$ cat config.mk
export PLATFORM = sky130hd
export DESIGN_NAME = dsp_ram
export DESIGN_NICKNAME = d
export VERILOG_FILES = /design/src/dsp_pkg.sv /design/src/dsp_ram.sv
export SDC_FILE = /design/constraint.sdc
export NUM_CORES = 1
export LEC_CHECK = 0
export BUFFER_PORTS_ARGS = -buffer_cell sky130_fd_sc_hd__buf_2
export CAP_MARGIN = 15
export CORE_MARGIN = 2
export CORE_UTILIZATION = 50
export DETAILED_ROUTE_END_ITERATION = 16
export PLACE_DENSITY_LB_ADDON = 0.3
export SYNTH_ARGS = -nofsm -noshare
export SYNTH_HDL_FRONTEND = slang
export SYNTH_SLANG_ARGS = --single-unit
$ cat constraint.sdc
create_clock -name clock -period 1.5 [get_ports clock]
set_input_delay 0.075 -clock clock [delete_from_list [all_inputs] [get_ports clock]]
set_output_delay 0.075 -clock clock [all_outputs]
set_load 0.01 [all_outputs]
$ cat src/dsp_pkg.sv
package dsp_pkg;

   // Fixed field widths of the request and response words.
   localparam int VTX_W   = 10;
   localparam int WT_W    = 16;
   localparam int DIST_W  = 32;
   localparam int CNT_W   = 13;

   // Command codes.
   localparam logic [1:0] CMD_CLEAR = 2'd0;
   localparam logic [1:0] CMD_ADD   = 2'd1;
   localparam logic [1:0] CMD_RUN   = 2'd2;
   localparam logic [1:0] CMD_QUERY = 2'd3;

   // Status codes.
   localparam logic [1:0] ST_OK    = 2'd0;
   localparam logic [1:0] ST_FULL  = 2'd1;
   localparam logic [1:0] ST_RANGE = 2'd2;

   localparam logic [DIST_W-1:0] UNREACHED = '1;
   localparam logic [DIST_W-1:0] DIST_CAP  = 32'hFFFF_FFFE;

   typedef struct packed {
      logic [1:0]       cmd;
      logic [VTX_W-1:0] edge_from;
      logic [VTX_W-1:0] edge_to;
      logic [WT_W-1:0]  edge_weight;
      logic [VTX_W-1:0] vertex;
   } req_type;

   typedef struct packed {
      logic [1:0]        status;
      logic [DIST_W-1:0] distance;
      logic              reachable;
      logic [VTX_W-1:0]  parent;
      logic              has_parent;
      logic [CNT_W-1:0]  edge_count;
   } rsp_type;

   // One word of the per-vertex search table.
   typedef struct packed {
      logic              visited;
      logic              has_parent;
      logic [VTX_W-1:0]  parent;
      logic [DIST_W-1:0] distance;
   } vtx_entry_type;

   // Priority queue key, ordered by distance and then by vertex.
   typedef struct packed {
      logic [DIST_W-1:0] distance;
      logic [VTX_W-1:0]  vertex;
   } key_type;

   localparam vtx_entry_type VTX_RESET = '{1'b0, 1'b0, {VTX_W{1'b0}}, UNREACHED};

   typedef enum logic [4:0] {
      S_INIT, S_IDLE, S_CLR, S_ADD, S_ADD_LST, S_ADD_LNK, S_QRY, S_QRY_DAT,
      S_RUN, S_RUN_CLR, S_POP, S_POP_TOP, S_POP_LAST, S_SIFT, S_SIFT_L,
      S_SIFT_R, S_SIFT_CMP, S_VIS_RD, S_VIS_CHK, S_EDGE, S_EDGE_DAT, S_REL,
      S_PUSH, S_PUSH_CMP, S_DONE
   } state_type;

endpackage

$ cat src/dsp_ram.sv
module dsp_ram
   import dsp_pkg::*;
#(
   parameter int WIDTH = 8,
   parameter int DEPTH = 16
) (
   input  logic                     clock,
   input  logic                     wr_en,
   input  logic [$clog2(DEPTH)-1:0] wr_addr,
   input  logic [WIDTH-1:0]         wr_data,
   input  logic [$clog2(DEPTH)-1:0] rd_addr,
   output logic [WIDTH-1:0]         rd_data
);

   logic [WIDTH-1:0] mem [DEPTH];
   logic [WIDTH-1:0] rd_data_ff;

   // One write port and one registered read port.
   always_ff @(posedge clock) begin
      if (wr_en) begin
         mem[wr_addr] <= wr_data;
      end
      rd_data_ff <= mem[rd_addr];
   end

   assign rd_data = rd_data_ff;

endmodule

# Word-level counts from Yosys, hierarchy flattened
# Memories as Yosys holds them, arrays and structs flattened. A register that Yosys moved wholly into a read port is not among the register bits.
# Index checks and enable logic that the tools add are counted.
# Widths: inputs -> output; s select.
dict set report classes {
  n_mux 2
}
# cell count
set op_table {}
lappend op_table {{$mux 1} 2}
dict set report word_totals {
  ff_bits 0
  output_inout_bits 8
  memories 1
  input_bits 18
  wordCells 3
  ram_bits 128
}
# name words width read_ports rd_ports_with_merged_regs wr line_no
set memory_table {}
lappend memory_table {mem 16 8 1 1 1 dsp_ram.sv:15} ;# logic [WIDTH-1:0] mem [DEPTH];

# Depth between registers and ports, before layout
# Gate-level depths: netlist (run 1).
dict set report logic_depth {
  ltp_word 2
  ltp_mapped 5
  ltp_nobuf 3
}

# Worst setup path before layout (run 1)
# Ideal clock, no wire load.
dict set report synth_path {
  path_type {in2reg}
  start {input port wr_addr[2]}
  end {memory mem[0][0] (enable)}
  path_buffers 0
  arrival_ns 1.185
  required_time_ns 1.117
  path_slack_ns -0.068
  setup_ns 0.383
  stages 2
  path_cell_list {or3b_2 nor3_1}
}
# item line_no
set synth_rtl {}
lappend synth_rtl {{start, declared} dsp_ram.sv:9} ;# input logic [$clog2(DEPTH)-1:0] wr_addr,
lappend synth_rtl {{end, declared} dsp_ram.sv:15}
# No word-level cell before the write port.

==> results of run 1 <==
==> per-layer routing <==
metal | vias to the layer above | share of wire (%)
met1 | 1261 | 43
met2 | 97 | 49
li1 | 1107 | -
met5 | - | 0
met4 | 0 | 2.0
met3 | 15 | 5.8
==> final cells by class <==
class                           count  area share, %
Sequential cell                   136           63.5
Clock buffer                       19           6.69
Clock inverter                     13           3.59
Multi-Input combinational cell     83           16.8
Timing Repair Buffer               57           6.71
Tap cell                          136           2.70
==> metrics by stage <==
step | cell area [µm²] | worst slack, ns
6_report | 6310 | 0.155
5_1_grt | 6310 | 0.0575
2_1_floorplan | 5150 | 0.159
4_1_cts | 6310 | 0.133
3_5_place_dp | 5580 | 0.0109
3_3_place_gp | 5580 | 0.0167
==> layout by cell type, fill, tap and decap left out, types with 2 or more instances in the layout <==
master           n
buf_4           21
nor3_1           3
clkbuf_16       16
clkinv_2         3
dlygate4sd3_1    8
clkbuf_1         2
clkinvlp_4       3
nand2_1          9
mux4_2          18
dfxtp_1          8
edfxtp_1       128
mux4_1          14
bufinv_16        6
nor2_1          13
nand2b_1         2
a22oi_1         16
buf_2           25
buf_12           3
nand3b_1         2
==> state kept, by name (all words and copies together) (netlist names) <==
register / flops
mem: 128
rd_data: 8
==> synthesized netlist by cell type <==
cell               n  area [µm²]
edfxtp_1         128        3840
mux4_2            18         405
a22oi_1           16         120
mux4_1            14         368
nor2_1            13        48.8
nand2_1            9        33.8
dfxtp_1            8         160
nor3_1             4        20.0
buf_2              3        15.0
buf_6              3        33.8
clkdlybuf4s25_2    3        30.0
nand2b_1           2        12.5
nand3b_1           2        15.0
and2_1             1        6.26
and2b_1            1        7.51
buf_4              1        7.51
nand3_1            1        5.00
nor2b_1            1        6.26
or3b_2             1        8.76
==> power breakdown <==
part	switching (W)	internal, W	leakage (nW)
Clock	0.00146	0.00302	0.308
Sequential	0.0000245	0.00425	1.22
Combinational	0.000229	0.000193	0.646
==> logic make-up (layout without fill, tap and decap cells) <==
kind of cell,count (synthesis),after routing,share of synthesized area [%]
DFF,136,136,77.8
buffers and inverters,10,89,1.68
muxes,32,32,15.0
AOI/OAI and AO/OA,16,16,2.33
and+or+nand+nor,35,35,3.18
==> worst max-delay path, delay by kind of cell (launching register included) <==
| kind | cells | cell delay (ns) |
|---|---|---|
| AO/OA/AOI/OAI | 1 | 0.21 |
| AND/OR/NAND/NOR | 1 | 0.09 |
| flip-flops | 1 | 0.37 |
| multiplexers | 1 | 0.56 |
==> worst paths after layout <==
path | start | end | slack, ns | cells past startpoint
worst min register to register | mem[8][3] | rd_data[3] | 0.69 | 3
worst min-delay path | wr_addr[1] | mem[4][6] | 0.13 | 3
worst max register to register | mem[4][3] | rd_data[3] | 0.16 | 3
worst max-delay path | mem[4][3] | rd_data[3] | 0.16 | 3
==> impl_metrics.py, run 1 <==
metrics = {
    "run_status": {
        "status": "completed",
    },
    "flow_run": {
        "drv_cap": 0,
    },
    "clocking": {
        "numCtsBuffers": 17,
        "cts.path.max_buffers": 2,
        "postCtsSetupBuffers": 0,
        "cts_resized": 0,
        "clock-root-buffer": "clkbuf_8",
        "htree_levels": 4,
        "hold_buffers": 8,
        "clk_pin_slew_ns": 0.06,
        "insertion_delay_ns": 0.51,
        "cts_tree": "done",
        "clkSinkCount": 136,
    },
    "power_and_ir_drop": {
        "power.leakage_nw": 2.18,
        "total_power_w": 0.00918,
        "p_per_area_nw_per_um2": 1460,
        "ir_worst_vdd_mv": 0.766,
    },
    "yosys": {
        "synth_seq_cells": 136,
        "syn_area_per_cell_um2": 22.5,
        "synth_cell_types": 19,
        "yosysWarnings": 0,
        "synth_cells": 229,
        "synth_nets": 247,
        "ys_seq_area_share_pct": 77.8,
        "synth_area_um2": 5150,
    },
    "grt": {
        "grt_pass1_wl_um": 15000,
        "grt_max_degree": 33,
        "grtUsageMet1_pct": 27.2,
        "grtUsageTotal_pct": 19.3,
        "grt_pass1_vias": 2505,
        "use_met3_pct": 4.33,
        "grt.busiest_layer": "met2",
        "use_met2_pct": 29.5,
        "grt_overflow_total": 0,
        "antenna_found_initial": 0,
    },
    "setup_path": {
        "cp_data_arrival_time_ns": 1.74,
        "crit_fanout": 1,
        "slowest_delay_ns": 0.56,
        "critPathSlowestCell": "mux4_1",
        "crit_required_ns": 1.90,
        "crit_path_end_kind": "register",
        "worstPathCellList": "mux4_1, a22oi_1, nand2_1",
        "start_kind": "register",
        "setup.worst_path.class": "reg -> reg",
    },
    "timing": {
        "report.final.slew_viol_count": 0,
        "maxSlewHeadroom_pct": 44.1,
        "hold_viol": 0,
        "whs_ns": 0.130,
        "grt_setup_unrepaired": "false",
        "worstMarginPinSlew_ns": 0.835,
        "fin_tns_setup_ns": 0,
        "fmax_mhz": 744,
        "finClkSkew_ns": 0.00305,
        "setup_violations": 0,
        "fin_crit_sh_pct": 89.7,
        "post-route-min-period_ns": 1.34,
    },
    "final_layout": {
        "seq_area_um2": 4000,
        "finish.utilization_pct": 62.2,
        "area_growth_pct": 22.5,
        "nets": 313,
        "n_antenna_cell": 0,
        "drive_gt1_share_pct": 32.1,
        "layoutNonFillerInstCount": 444,
        "multi_input_area_um2": 1060,
        "n_fill_cell": 691,
    },
    "place": {
        "hpwlAfterDp_um": 6120,
        "portBuffers": 25,
        "gp_congestion": 0.762,
        "dp_cells": 404,
    },
    "die": {
        "die_area_um2": 11100,
        "ioPinCount": 26,
        "floorplan.initialDensity_pct": 50.8,
        "row_count": 37,
        "die_x_um": 105,
        "die_h_um": 105,
        "core_um2": 10100,
    },
    "detailed_routing": {
        "dr.pass1.iters": 4,
        "finalWirelength_um": 9770,
        "viasPerCell": 5.59,
        "route.detailed.drc": 0,
        "wire_per_inst_um": 22.0,
        "drt_iter0_markers": 200,
        "vias": 2480,
        "drtAntennaViolNets": 0,
    },
    "worst_hold_path": {
        "hold_path.class": "in -> reg",
    },
}
Power figures use the tool's default switching activity.
==> run 2: changes to the inputs <==
--- a/config.mk
+++ b/config.mk
@@ -7,7 +7,6 @@
 export LEC_CHECK = 0
 export BUFFER_PORTS_ARGS = -buffer_cell sky130_fd_sc_hd__buf_2
 export CAP_MARGIN = 15
-export CORE_MARGIN = 2
 export CORE_UTILIZATION = 50
 export DETAILED_ROUTE_END_ITERATION = 16
 export PLACE_DENSITY_LB_ADDON = 0.3
==> run 2 against run 1 <==
- via count up 0.20%
- register-to-register slack worse by 0.04 ns
- combinational power up 0.9%
- clock power down 1%
- utilization up 1.7 points
- routed wire length down 1.7%
- setup slack worse by 0.040 ns
- largest cell class unchanged
- largest power group unchanged
==> impl_metrics.py, run 2 (synthesis results as in run 1) <==
metrics = {
    "power_and_ir_drop": {
        "p_per_area_nw_per_um2": 1450,
        "total_power_w": 0.00913,
        "sw_frac_of_total_pct": 19.7,
        "power.leakage_nw": 2.18,
        "intPower_w": 0.00733,
        "p_clk_share_pct": 48.5,
        "pwr-share-seq_pct": 46.8,
        "combPwrFrac_pct": 4.7,
        "p_switching_w": 0.00180,
        "ir_worst_vdd_mv": 0.746,
    },
    "place": {
        "dp_cells": 403,
        "placedInstanceArea_um2": 5590,
        "portBuffers": 25,
        "gp_congestion": 0.757,
        "hpwlAfterDp_um": 5970,
    },
    "clocking": {
        "postCtsSetupBuffers": 0,
        "htree_levels": 4,
        "clkSinkCount": 136,
        "cts_resized": 0,
        "numCtsBuffers": 17,
        "cts.path.max_buffers": 2,
        "insertion_delay_ns": 0.52,
        "clk_pin_slew_ns": 0.06,
        "clock-root-buffer": "clkbuf_8",
        "cts_tree": "done",
        "hold_buffers": 8,
    },
    "grt": {
        "use_met2_pct": 31.2,
        "grt.busiest_layer": "met2",
        "grt_overflow_total": 0,
        "grtUsageTotal_pct": 20.0,
        "use_met3_pct": 5.78,
        "antenna_found_initial": 0,
        "grt_max_degree": 32,
        "grt_pass1_vias": 2494,
        "grtUsageMet1_pct": 26.2,
        "grt_pass1_wl_um": 14100,
    },
    "setup_path": {
        "critPathSlowestCell": "mux4_1",
        "crit_required_ns": 1.90,
        "cpLargestDelayFamily": "multiplexers",
        "worstRegToRegCells": 3,
        "worstPathCellList": "mux4_1, a22oi_1, nand2_1",
        "cp_data_arrival_time_ns": 1.78,
        "start_kind": "register",
        "crit_fanout": 1,
        "cp_num_cells": 3,
        "path_buf_inv": 0,
        "setup.worst_path.class": "reg -> reg",
        "crit_path_end_kind": "register",
        "slowest_delay_ns": 0.49,
    },
    "die": {
        "die_area_um2": 10700,
        "row_count": 36,
        "die_x_um": 103,
        "core_um2": 9860,
        "ioPinCount": 26,
        "floorplan.initialDensity_pct": 52.2,
        "die_h_um": 103,
    },
    "detailed_routing": {
        "route.detailed.drc": 0,
        "viasPerCell": 5.61,
        "finalWirelength_um": 9610,
        "drt_iter0_markers": 185,
        "wire_per_inst_um": 21.7,
        "drtAntennaViolNets": 0,
        "vias": 2485,
        "dr.pass1.iters": 4,
    },
    "timing": {
        "setup_violations": 0,
        "report.final.slew_viol_count": 0,
        "maxSlewHeadroom_pct": 73.3,
        "fmax_mhz": 722,
        "worstMarginPinSlew_ns": 0.401,
        "fin_tns_setup_ns": 0,
        "finClkSkew_ns": 0.00521,
        "fin_crit_sh_pct": 92.3,
        "hold_viol": 0,
        "post-route-min-period_ns": 1.38,
        "grt_setup_unrepaired": "false",
    },
    "final_layout": {
        "final_common_cell": "edfxtp_1",
        "drive_gt1_share_pct": 32.6,
        "finish.instance_area_um2": 6310,
        "nets": 315,
        "final_cell_mix": "edfxtp_1 (128), buf_2 (25), buf_4 (23)",
        "regMostFlops": "mem",
        "area_growth_pct": 22.6,
        "layoutNonFillerInstCount": 443,
        "n_antenna_cell": 0,
        "largest_reg_flops": 128,
    },
    "worst_hold_path": {
        "hold_path.class": "in -> reg",
        "holdPathStages": 4,
    },
    "run_status": {
        "status": "completed",
    },
    "flow_run": {
        "drv_cap": 0,
    },
}
## run 2: layout make-up
type	instances	area, µm²
Multi-Input combinational cell	83	1060
Clock buffer	18	418
Sequential cell	136	4000
Tap cell	133	166
Fill cell	674	3560
Clock inverter	14	220
Timing Repair Buffer	59	438
## run 2: worst min-delay path: cells and delay by family
family	cells	cell delay [ns]
compound gates	1	0.10
mux	1	0.16
buf+inv	1	0.12
simple gates	1	0.08
## run 2: path summary, 6_finish.rpt
path              start    endpoint  slack [ns]
max           mem[0][5]  rd_data[5]        0.12
min          rd_addr[1]  rd_data[2]        0.04
max reg2reg   mem[0][5]  rd_data[5]        0.12
min reg2reg  mem[15][2]  rd_data[2]        0.67
## run 2: power groups by stage
stage / clock (W) / combinational (W) / sequential [W]
2_1_floorplan: 0 / 0.000216 / 0.00436
3_3_place_gp: 0 / 0.000404 / 0.00435
3_5_place_dp: 0 / 0.000413 / 0.00435
4_1_cts: 0.00449 / 0.000433 / 0.00427
5_1_grt: 0.00465 / 0.000462 / 0.00428
6_report: 0.00443 / 0.000427 / 0.00427
## run 2: stage by stage
step,utilization (%),worst slack (ns),hold WS (ns)
finish,64.0,0.116,0.0387
floorplan,-,0.159,0.174
CTS,64.0,0.103,0.0294
global route,64.0,0.0795,0.0371
global placement,56.7,-0.0100,0.451
detailed placement,56.7,-0.0277,0.469
## run 2: metal layers
| metal | vias up | part of all wire (%) |
|---|---|---|
| met5 | - | 0 |
| met4 | 0 | 2.1 |
| met3 | 20 | 4.0 |
| met2 | 76 | 50 |
| met1 | 1276 | 44 |
| li1 | 1113 | - |
==> run 3: changes to the inputs <==
--- a/config.mk
+++ b/config.mk
@@ -5,11 +5,13 @@
 export SDC_FILE = /design/constraint.sdc
 export NUM_CORES = 1
 export LEC_CHECK = 0
+export ABC_CLOCK_PERIOD_IN_PS = 1500
 export BUFFER_PORTS_ARGS = -buffer_cell sky130_fd_sc_hd__buf_2
 export CAP_MARGIN = 15
 export CORE_UTILIZATION = 50
 export DETAILED_ROUTE_END_ITERATION = 16
 export PLACE_DENSITY_LB_ADDON = 0.3
+export RECOVER_POWER = 50
 export SYNTH_ARGS = -nofsm -noshare
 export SYNTH_HDL_FRONTEND = slang
 export SYNTH_SLANG_ARGS = --single-unit
==> run 3 against run 2 <==
- non-clock buffer count is the same
- largest cell class unchanged
- global-route usage is the same
- cell area shrank 0.63%
==> impl_metrics.py, run 3 (synthesis results as in run 1) <==
metrics = {
    "final_layout": {
        "regMostFlops": "mem",
        "drive_gt1_share_pct": 27.4,
        "nets": 315,
        "final_cell_mix": "edfxtp_1 (128), mux4_2 (18), clkbuf_1 (17), buf_2 (17)",
        "n_antenna_cell": 0,
        "area_growth_pct": 21.8,
        "largest_reg_flops": 128,
        "final_common_cell": "edfxtp_1",
    },
    "timing": {
        "worstMarginPinSlew_ns": 0.671,
        "fin_crit_sh_pct": 92.2,
        "fin_tns_setup_ns": 0,
        "grt_setup_unrepaired": "false",
        "maxSlewHeadroom_pct": 55.3,
        "finClkSkew_ns": 0.00600,
        "hold_viol": 0,
        "post-route-min-period_ns": 1.38,
        "setup_violations": 0,
        "fmax_mhz": 723,
        "report.final.slew_viol_count": 0,
    },
    "power_and_ir_drop": {
        "p_per_area_nw_per_um2": 1450,
        "ir_worst_vdd_mv": 0.740,
        "total_power_w": 0.00912,
        "power.leakage_nw": 2.12,
    },
    "clocking": {
        "postCtsSetupBuffers": 0,
        "clk_pin_slew_ns": 0.06,
        "numCtsBuffers": 17,
        "clkSinkCount": 136,
        "hold_buffers": 8,
        "cts.path.max_buffers": 2,
        "cts_tree": "done",
        "clock-root-buffer": "clkbuf_8",
        "cts_resized": 0,
        "insertion_delay_ns": 0.51,
        "htree_levels": 4,
    },
    "setup_path": {
        "path_buf_inv": 0,
        "slowest_delay_ns": 0.49,
        "start_kind": "register",
        "crit_path_end_kind": "register",
        "reg2reg_from": "mem[0][5]",
        "r2r-end": "rd_data[5]",
        "cpLargestDelayFamily": "multiplexers",
        "worstRegToRegCells": 3,
        "crit_fanout": 1,
        "crit_required_ns": 1.89,
        "setup.worst_path.class": "reg -> reg",
        "r2r_setup_slack_ns": 0.12,
        "worstPathCellList": "mux4_1, a22oi_1, nand2_1",
        "critPathSlowestCell": "mux4_1",
        "cp_data_arrival_time_ns": 1.78,
    },
    "grt": {
        "grt_overflow_total": 0,
        "grt_pass1_vias": 2494,
        "grtUsageTotal_pct": 20.0,
        "antenna_found_initial": 0,
        "grt_max_degree": 32,
        "grt_pass1_wl_um": 14100,
    },
    "place": {
        "gp_congestion": 0.757,
        "hpwlAfterDp_um": 5970,
        "portBuffers": 25,
    },
    "worst_hold_path": {
        "hold_path.class": "in -> reg",
        "holdPathStages": 4,
        "min_to": "rd_data[2]",
        "hp-start": "rd_addr[1]",
    },
    "detailed_routing": {
        "viasPerCell": 5.56,
        "dr.pass1.iters": 4,
        "vias": 2462,
        "route.detailed.drc": 0,
        "wire_per_inst_um": 21.7,
        "drt_iter0_markers": 189,
        "finalWirelength_um": 9590,
        "drtAntennaViolNets": 0,
    },
    "die": {
        "core_um2": 9860,
        "floorplan.initialDensity_pct": 52.2,
        "die_area_um2": 10700,
        "row_count": 36,
        "ioPinCount": 26,
        "die_h_um": 103,
        "die_x_um": 103,
    },
    "flow_run": {
        "drv_cap": 0,
    },
    "run_status": {
        "status": "completed",
    },
}
run 3: worst max path at each step:
stage                     startpoint          to  slack (ns)  cells after the start
after floorplan           wr_addr[2]   mem[3][0]        0.16                      2
after global placement    rd_addr[0]  rd_data[4]       -0.01                      6
after detailed placement  rd_addr[0]  rd_data[5]       -0.03                      5
after CTS                  mem[1][1]  rd_data[1]        0.10                      3
after global routing       mem[0][1]  rd_data[1]        0.08                      3
final                      mem[0][5]  rd_data[5]        0.12                      3
run 3: cell type report:
cell class,count,area (µm²)
clock buffers,18,418
clock inverters,14,220
fillers,689,3600
multi-input cells,83,1060
flip-flops and latches,136,4000
well taps,133,166
repair buffers,59,398
run 3: power by group:
part / internal [W] / switching (W)
clock: 0.00288 / 0.00154
sequential: 0.00425 / 0.0000242
combinational: 0.000191 / 0.000230
total: 0.00732 / 0.00180
run 3: layer usage:
metal  global-route usage, %  vias up  share of wire (%)
met5                       0        -                  0
met4                    9.10        0                1.7
met3                    5.78       13                5.4
met2                    31.2       88                 50
met1                    26.2     1251                 43
li1                        -     1110                  -
run 3: worst reg2reg max path: stages (launching register included):
cell and delay (ns):
edfxtp_1 0.35, mux4_1 0.49, a22oi_1 0.32, nand2_1 0.10
run 3: metrics by stage:
step,cell area [µm²],hold slack (ns),utilization (%),std cells,setup slack [ns]
floorplan,5150,0.174,-,229,0.159
global placement,5590,0.451,56.7,403,-0.0100
detailed placement,5590,0.469,56.7,403,-0.0277
CTS,6310,0.0294,64.0,443,0.103
global route,6270,0.0371,63.5,443,0.0795
finish,6270,0.0440,63.5,443,0.118
